<file path="src/rtl/radar_phase_kernel_exp_assert.svh">
// Assertion macros used by the top-level RTL file.
`ifndef RADAR_PHASE_KERNEL_EXP_ASSERT_SVH
`define RADAR_PHASE_KERNEL_EXP_ASSERT_SVH
`ifndef SYNTHESIS
`define RPK_ASSERT_IMP(label, clk, rst_n, ante, cons) \
	label: assert property (@(posedge clk) disable iff (!rst_n) (ante) |-> (cons)) \
		else $error("rpk assertion failed");
`define RPK_ASSERT_NXT(label, clk, rst_n, ante, cons) \
	label: assert property (@(posedge clk) disable iff (!rst_n) (ante) |=> (cons)) \
		else $error("rpk assertion failed");
`else
`define RPK_ASSERT_IMP(label, clk, rst_n, ante, cons)
`define RPK_ASSERT_NXT(label, clk, rst_n, ante, cons)
`endif
`endif

</file>
<file path="src/rtl/rpk_pkg.sv">
package rpk_pkg;

	localparam int GRID_W   = 13;
	localparam int INV_W    = 25;
	localparam int SCALED_W = 30;
	localparam int Q_W      = 62;
	localparam int R_W      = 31;
	localparam int W_W      = 32;
	localparam int PROD_W   = 63;
	localparam int PI_W     = 47;
	localparam int CST_W    = GRID_W + PI_W;
	localparam int ANG_W    = 32;
	localparam int XY_W     = 34;
	localparam int MAX_STAGES = 24;

	localparam logic [GRID_W-1:0]   GRID_RESET = 13'd256;
	localparam logic [INV_W-1:0]    INV_RESET  = 25'd65536;
	localparam logic [SCALED_W-1:0] SCALED_MAX = 30'h3FFF_FFFF;
	localparam logic [PI_W-1:0]     INV_PI_Q48 = 47'h517C_C1B7_2722;
	localparam logic [ANG_W-1:0]    CORDIC_K   = 32'h26DD_3B6A;

	typedef enum logic {
		REG_GRID_SIZE     = 1'b0,
		REG_INV_GRID_SIZE = 1'b1
	} rpk_reg_t;

	typedef struct packed {
		logic [Q_W-1:0] q;
		logic [W_W-1:0] w;
	} rpk_root_req_t;

	typedef struct packed {
		logic [R_W-1:0] r;
		logic [W_W-1:0] w;
	} rpk_root_rsp_t;

	typedef struct packed {
		logic signed [XY_W-1:0] c;
		logic signed [XY_W-1:0] s;
	} rpk_trig_t;

	// arctan(2^-i) in turns, Q0.32
	function automatic logic [ANG_W-1:0] atan_turn(input int unsigned idx);
		logic [ANG_W-1:0] a;
		case (idx)
			0:  a = 32'h2000_0000;
			1:  a = 32'h12E4_051E;
			2:  a = 32'h09FB_385B;
			3:  a = 32'h0511_11D4;
			4:  a = 32'h028B_0D43;
			5:  a = 32'h0145_D7E1;
			6:  a = 32'h00A2_F61E;
			7:  a = 32'h0051_7C55;
			8:  a = 32'h0028_BE53;
			9:  a = 32'h0014_5F2F;
			10: a = 32'h000A_2F98;
			11: a = 32'h0005_17CC;
			12: a = 32'h0002_8BE6;
			13: a = 32'h0001_45F3;
			14: a = 32'h0000_A2FA;
			15: a = 32'h0000_517D;
			16: a = 32'h0000_28BE;
			17: a = 32'h0000_145F;
			18: a = 32'h0000_0A30;
			19: a = 32'h0000_0518;
			20: a = 32'h0000_028C;
			21: a = 32'h0000_0146;
			22: a = 32'h0000_00A3;
			default: a = 32'h0000_0051;
		endcase
		return a;
	endfunction

endpackage

</file>
<file path="src/rtl/rpk_sqrt.sv">
module rpk_sqrt
	import rpk_pkg::*;
(
	input  logic          clk,
	input  logic          arst_n,
	input  logic          en,
	input  logic          in_valid,
	input  rpk_root_req_t in_data,
	output logic          out_valid,
	output rpk_root_rsp_t out_data
);

	localparam int RT_W = Q_W + 1;

	logic [Q_W-1:0]  rem_s  [1:R_W];
	logic [RT_W-1:0] root_s [1:R_W];
	logic [W_W-1:0]  w_s    [1:R_W];
	logic            vld_s  [1:R_W];

	for (genvar g = 0; g < R_W; g++) begin : g_step
		localparam logic [RT_W-1:0] BIT = RT_W'(1) << (2 * (R_W - 1 - g));

		logic [Q_W-1:0]  rem_in;
		logic [RT_W-1:0] root_in;
		logic [W_W-1:0]  w_in;
		logic            vld_in;
		logic [RT_W-1:0] trial;
		logic            take;

		if (g == 0) begin : g_head
			assign rem_in  = in_data.q;
			assign root_in = '0;
			assign w_in    = in_data.w;
			assign vld_in  = in_valid;
		end else begin : g_body
			assign rem_in  = rem_s[g];
			assign root_in = root_s[g];
			assign w_in    = w_s[g];
			assign vld_in  = vld_s[g];
		end

		assign trial = root_in + BIT;
		assign take  = RT_W'(rem_in) >= trial;

		always_ff @(posedge clk or negedge arst_n) begin
			if (!arst_n) begin
				vld_s[g+1] <= 1'b0;
			end else if (en) begin
				vld_s[g+1] <= vld_in;
			end
		end

		always_ff @(posedge clk) begin
			if (en) begin
				rem_s[g+1]  <= take ? rem_in - Q_W'(trial) : rem_in;
				root_s[g+1] <= take ? (root_in >> 1) + BIT : root_in >> 1;
				w_s[g+1]    <= w_in;
			end
		end
	end

	assign out_valid  = vld_s[R_W];
	assign out_data.r = root_s[R_W][R_W-1:0];
	assign out_data.w = w_s[R_W];

endmodule

</file>
<file path="config.mk">
export PLATFORM = sky130hd
export DESIGN_NAME = rpk_sqrt
export DESIGN_NICKNAME = d
export VERILOG_FILES = /design/src/rtl/radar_phase_kernel_exp_assert.svh /design/src/rtl/rpk_pkg.sv /design/src/rtl/rpk_sqrt.sv
export SDC_FILE = /design/constraint.sdc
export NUM_CORES = 2
export LEC_CHECK = 0
export BUFFER_PORTS_ARGS = -buffer_cell sky130_fd_sc_hd__buf_2
export CORE_AREA = 10 10 501 748
export CTS_CLUSTER_SIZE = 40
export DETAILED_ROUTE_END_ITERATION = 8
export DIE_AREA = 0 0 511 758
export GPL_ROUTABILITY_DRIVEN = 0
export PLACE_DENSITY = 0.62
export SYNTH_ARGS = -nofsm -noshare
export SYNTH_HDL_FRONTEND = slang
export SYNTH_MEMORY_MAX_BITS = 65536
export SYNTH_SLANG_ARGS = --single-unit
</file>
<file path="constraint.sdc">
create_clock -name clk -period 6 [get_ports clk]
set_input_delay 0.3 -clock clk [delete_from_list [all_inputs] [get_ports clk]]
set_output_delay 0.3 -clock clk [all_outputs]
set_load 0.03 [all_outputs]
</file>
**Word level (Yosys, flattened, before mapping)**

Memory sizes are Yosys's and may differ from the RTL's.
Cells that the tools add are included.

- Flip-flop bits (word level): 31
- RAM bits: 4867
- Input port bits: 98
- Output and inout bits: 64
- Memories: 3

Memories:

| memory | words | width | read ports | clocked after Yosys merged registers in | write ports | RTL line | RTL |
|---|---|---|---|---|---|---|---|
| root_s | 31 | 63 | 31 | 0 | 31 | rpk_sqrt.sv:16 | `logic [RT_W-1:0] root_s [1:R_W];` |
| rem_s | 31 | 62 | 30 | 0 | 31 | rpk_sqrt.sv:15 | `logic [Q_W-1:0] rem_s [1:R_W];` |
| w_s | 31 | 32 | 31 | 0 | 31 | rpk_sqrt.sv:17 | `logic [W_W-1:0] w_s [1:R_W];` |

- Add/sub/neg operators: 91
- $lt $le $gt $ge: 31
- Mux-type cells: 64

Operator list:

| kind | number |
|---|---|
| $mux 62 | 31 |
| $ge 62x63->1 | 30 |
| $mux 63 | 30 |
| $sub 62x62->62 | 30 |
| $add 62x1->63 const B | 1 |
| $add 62x11->63 const B | 1 |
| $add 62x13->63 const B | 1 |
| $add 62x15->63 const B | 1 |
| $add 62x17->63 const B | 1 |
| $add 62x19->63 const B | 1 |
| $add 62x21->63 const B | 1 |
| $add 62x23->63 const B | 1 |
| $add 62x25->63 const B | 1 |
| $add 62x27->63 const B | 1 |
| $add 62x29->63 const B | 1 |
| $add 62x3->63 const B | 1 |
| $add 62x31->63 const B | 1 |
| $add 62x33->63 const B | 1 |
| $add 62x35->63 const B | 1 |
| $add 62x37->63 const B | 1 |
| $add 62x39->63 const B | 1 |
| $add 62x41->63 const B | 1 |
| $add 62x43->63 const B | 1 |
| $add 62x45->63 const B | 1 |
| other kinds (44) | 45 |

**Logic depth before layout (Yosys ltp)**

An unclocked memory read counts as a cell.

- Word-level depth: 4
- Gate-level depth with buffers: 16

**Worst setup path after synthesis**

No wires, ideal clock.

- Kind: register to register
- Start: register, netlist name rem_s[3][350]
- End: register, netlist name rem_s[3][418]
- Setup time: 0.279 ns
- Arrival time: 3.623 ns
- Setup slack: 2.098 ns
- Cell stages (with the launch flop): 12
- Path buffers: 1
- Clock period less this slack: 3.902 ns
- Path through: edfxtp_1 -> or4_1 -> or4_1 -> or4_1 -> clkbuf_1 -> or2_1 -> or4_1 -> a211oi_2 -> inv_2 -> nand2_1 -> a2111oi_0 -> xor2_1

==> summary.txt <==
Setup path
  • Critical path arrival: 5280 ps
  • Worst setup EP type: flop
  • Worst R2R Setup Slack: 1310 ps
  • R2r startpoint: rem_s[3][255]
  • WS Path Type: flop to flop
  • Data required time of the critical path: 6590 ps
  • Crit path launch type: flop
  • R2r endpoint: rem_s[3][361]
  • Peak fanout along the critical path: 12
  • Worst reg-to-reg path cell count: 10

Final layout
  • Share of layout cells above drive strength 1: 8.617%
  • P&R area growth vs syn: 13.43%
  • Nets: 11.23k
  • Filler instances: 31.09k
  • Design Area, Final: 163300 sq um
  • Commonest non-fill, non-tap cells in the layout: 3348 x edfxtp_1, 640 x inv_1, 579 x nor2_1, 572 x nand2_1, 539 x a21oi_1
  • Commonest non-fill, non-tap cell in the layout: edfxtp_1

Floorplanning
  • Core Area: 361800 sq um
  • Chip Width: 511 microns
  • Die area: 387300 sq um
  • Die height: 758 microns
  • Core Rows: 271
  • Ports: 162
  • Initial Util: 39.79%

Synth
  • Post-synth EDFFs: 3348
  • #FFs+latches synth: 3379
  • Synthesized area: 144000 sq um
  • Mean Syn Cell Area: 14.33 sq um
  • Sequential-to-total area share from yosys stat: 70.38%
  • Syn_nets: 10.67k
  • Mapped Cells: 10.04k
  • Fraction of registers with async set/reset: 0.9174%
  • Post-synth cell types: 89
  • Yosys warns: 0
  • Top_reg_cell synth: edfxtp_1

Route
  • Residual DRC: 0
  • Vias per inst: 5.254
  • DRT Pass-1 Iters: 8
  • Final WL: 324500 microns
  • Vias: 82.96k
  • Wirelength per Cell: 20.55 microns
  • DRT antenna net count: 0
  • DRT iter0 DRCs: 4961

Timing
  • Setup violations, final: 0
  • Fin Clk Skew: 126.7 ps
  • Max Clk Rate: 213.2 MHz
  • Pins over their slew limit: 0
  • Min Tclk post-route: 4690 ps
  • Slew headroom: 12.84%
  • Worst-margin pin slew: 1296 ps
  • Final hold violations: 0
  • RSZ-0062 raised after global routing: no
  • Crit share post-route: 78.17%
  • Hold Slack: 77.73 ps
  • Total negative slack: 0 ps

CTS
  • CTS max path bufs: 4
  • Htree depth: 5
  • Clock latency on the worst-skew pair: 970 ps
  • CTS tree: built
  • # hold bufs at CTS: 121
  • Post_cts resized: 0
  • CTS clk-pin slew, worst paths: 60 ps
  • CTS buffer count: 333
  • CTS sink cnt: 3379
  • CTS root buffer: clkbuf_16
  • # Post-CTS Setup Buffers: 0

GRT
  • First-pass GRT wire length: 486500 microns
  • Total track usage: 16.10%
  • Largest net degree at the start of global routing: 195
  • Congestion Overflow GR: 0
  • Vias in the first global route: 87.81k
  • Initial antenna violation count: 26

Placement
  • PortBufs: 161
  • DP Wirelength: 238200 microns
  • Dpl cell area: 151400 sq um

Worst hold path
  • Hold WC Path Type: input pin to flop
  • Hold Path End: rem_s[0][93]
  • Hold depth: 2
  • HP Start: in_data[63]

Power
  • Power density over the cells: 375.7 nW/um^2
  • Leak Pwr: 0.05937 uW
  • Worst VDD drop: 0.2655 mV

Flow run
  • Max-cap viol count: 0

Run status
  • Outcome: finished clean
-- per-layer routing --
layer	routed length, microns	share of wire, %	vias to the layer above	global-route usage (%)
li1	-	-	39350	-
met1	90540	28	40250	11.77
met2	188000	58	2271	33.69
met3	10920	3.4	1082	2.333
met4	35020	11	0	15.02
met5	0	0	-	0
-- report_power, final --
part / switching (uW) / internal [uW]
sequential: 1730 / 29200
clock: 8750 / 11200
combinational: 6300 / 4150
-- logic make-up after synthesis --
group | Yosys count | share of synthesized area, %
adders and majority gates | 525 | 4.563
and+or+nand+nor | 2697 | 9.707
muxes | 112 | 0.8692
buffers and inverters | 818 | 2.143
xor gates and xnor gates | 817 | 4.971
DFF | 3379 | 70.38
AOI/OAI and AO/OA | 1695 | 7.369
-- final cells by class --
cell class / count / area [sq um] / area share, %
flip-flops and latches: 3379 / 101300 / 62.04
multi-input cells: 5846 / 39680 / 24.30
clock buffers: 407 / 8727 / 5.344
well taps: 4777 / 5977 / 3.660
repair buffers: 401 / 3211 / 1.966
inverters: 643 / 2414 / 1.478
clock inverters: 186 / 1595 / 0.9769
diodes: 150 / 375.4 / 0.2299
-- how the worst max path moves through the flow --
stage / to / slack (ps) / depth (start not counted) / startpoint
6_report: rem_s[3][361] / 1310 / 10 / rem_s[3][255]
5_1_grt: rem_s[2][463] / 930 / 9 / rem_s[2][425]
4_1_cts: rem_s[2][494] / 1310 / 10 / rem_s[2][407]
3_5_place_dp: rem_s[2][484] / 1320 / 10 / rem_s[2][407]
3_3_place_gp: rem_s[0][246] / 1300 / 8 / rem_s[0][181]
2_1_floorplan: rem_s[3][418] / 2100 / 11 / rem_s[3][350]
-- worst max-delay path, stage by stage, from the launching register on --
cell and delay, ps:
edfxtp_1 430, ha_1 400, a21oi_1 230, a21oi_1 160, o21ai_0 530, a21oi_1 280
o21ai_0 860, o21bai_1 220, a21boi_1 890, nand4_1 220, xnor2_1 170
-- cells in the mapped netlist (12+ instances only) --
master     count  area share, %
clkbuf_1     149           0.39
o31ai_1       49           0.26
a2111oi_0     16          0.097
nor4_1       317            1.4
nor2b_1       70           0.30
nand2_1      572            1.5
o2111ai_1     17           0.10
or3_1         97           0.42
a21o_1       214            1.1
buf_1         19          0.050
o41ai_1       12          0.073
o21ai_0      396            1.4
a31oi_1       44           0.19
inv_1        640            1.7
edfxtp_1    3348             70
a211oi_1      38           0.20
and2_1        31           0.13
nor2_1       582            1.5
xnor2_1      394            2.4
nand2b_1     100           0.43
dfrtp_1       31           0.54
o21a_1       105           0.55
a21oi_1      540            1.9
nand3b_1      28           0.15
nand3_1      163           0.57
nand4_1      142           0.62
or4_1         90           0.47
and3_1        46           0.20
mux2_2       104           0.81
nor3b_1       24           0.13
a211o_1       13          0.079
nor4b_1       47           0.29
ha_1         525            4.6
o21bai_1      52           0.27
or2_2         41           0.18
xor2_1       423            2.6
a31o_2        19           0.12
and4_1        26           0.16
nand4b_1      21           0.13
a21boi_0      22           0.11
o211ai_1      37           0.19
o31a_1        13          0.079
nor3_1       268           0.93
-- registers in the layout (all words and copies together), names as in the netlist --
| register | flops |
|---|---|
| out_valid | 1 |
| w_s | 992 |
| root_s | 496 |
| rem_s | 1860 |
| g_step.vld_in | 30 |
-- through the flow --
stage	total power, uW	std cells	setup WS [ps]	util [%]
after floorplan	37880	10040	2098	-
after global placement	41100	14920	1305	41.83
after detailed placement	41590	14930	1323	41.84
after CTS	61750	15640	1315	45.03
after global routing	64060	15790	930.5	45.13
final	61350	15790	1310	45.13
Power figures use the tool's default switching activity.
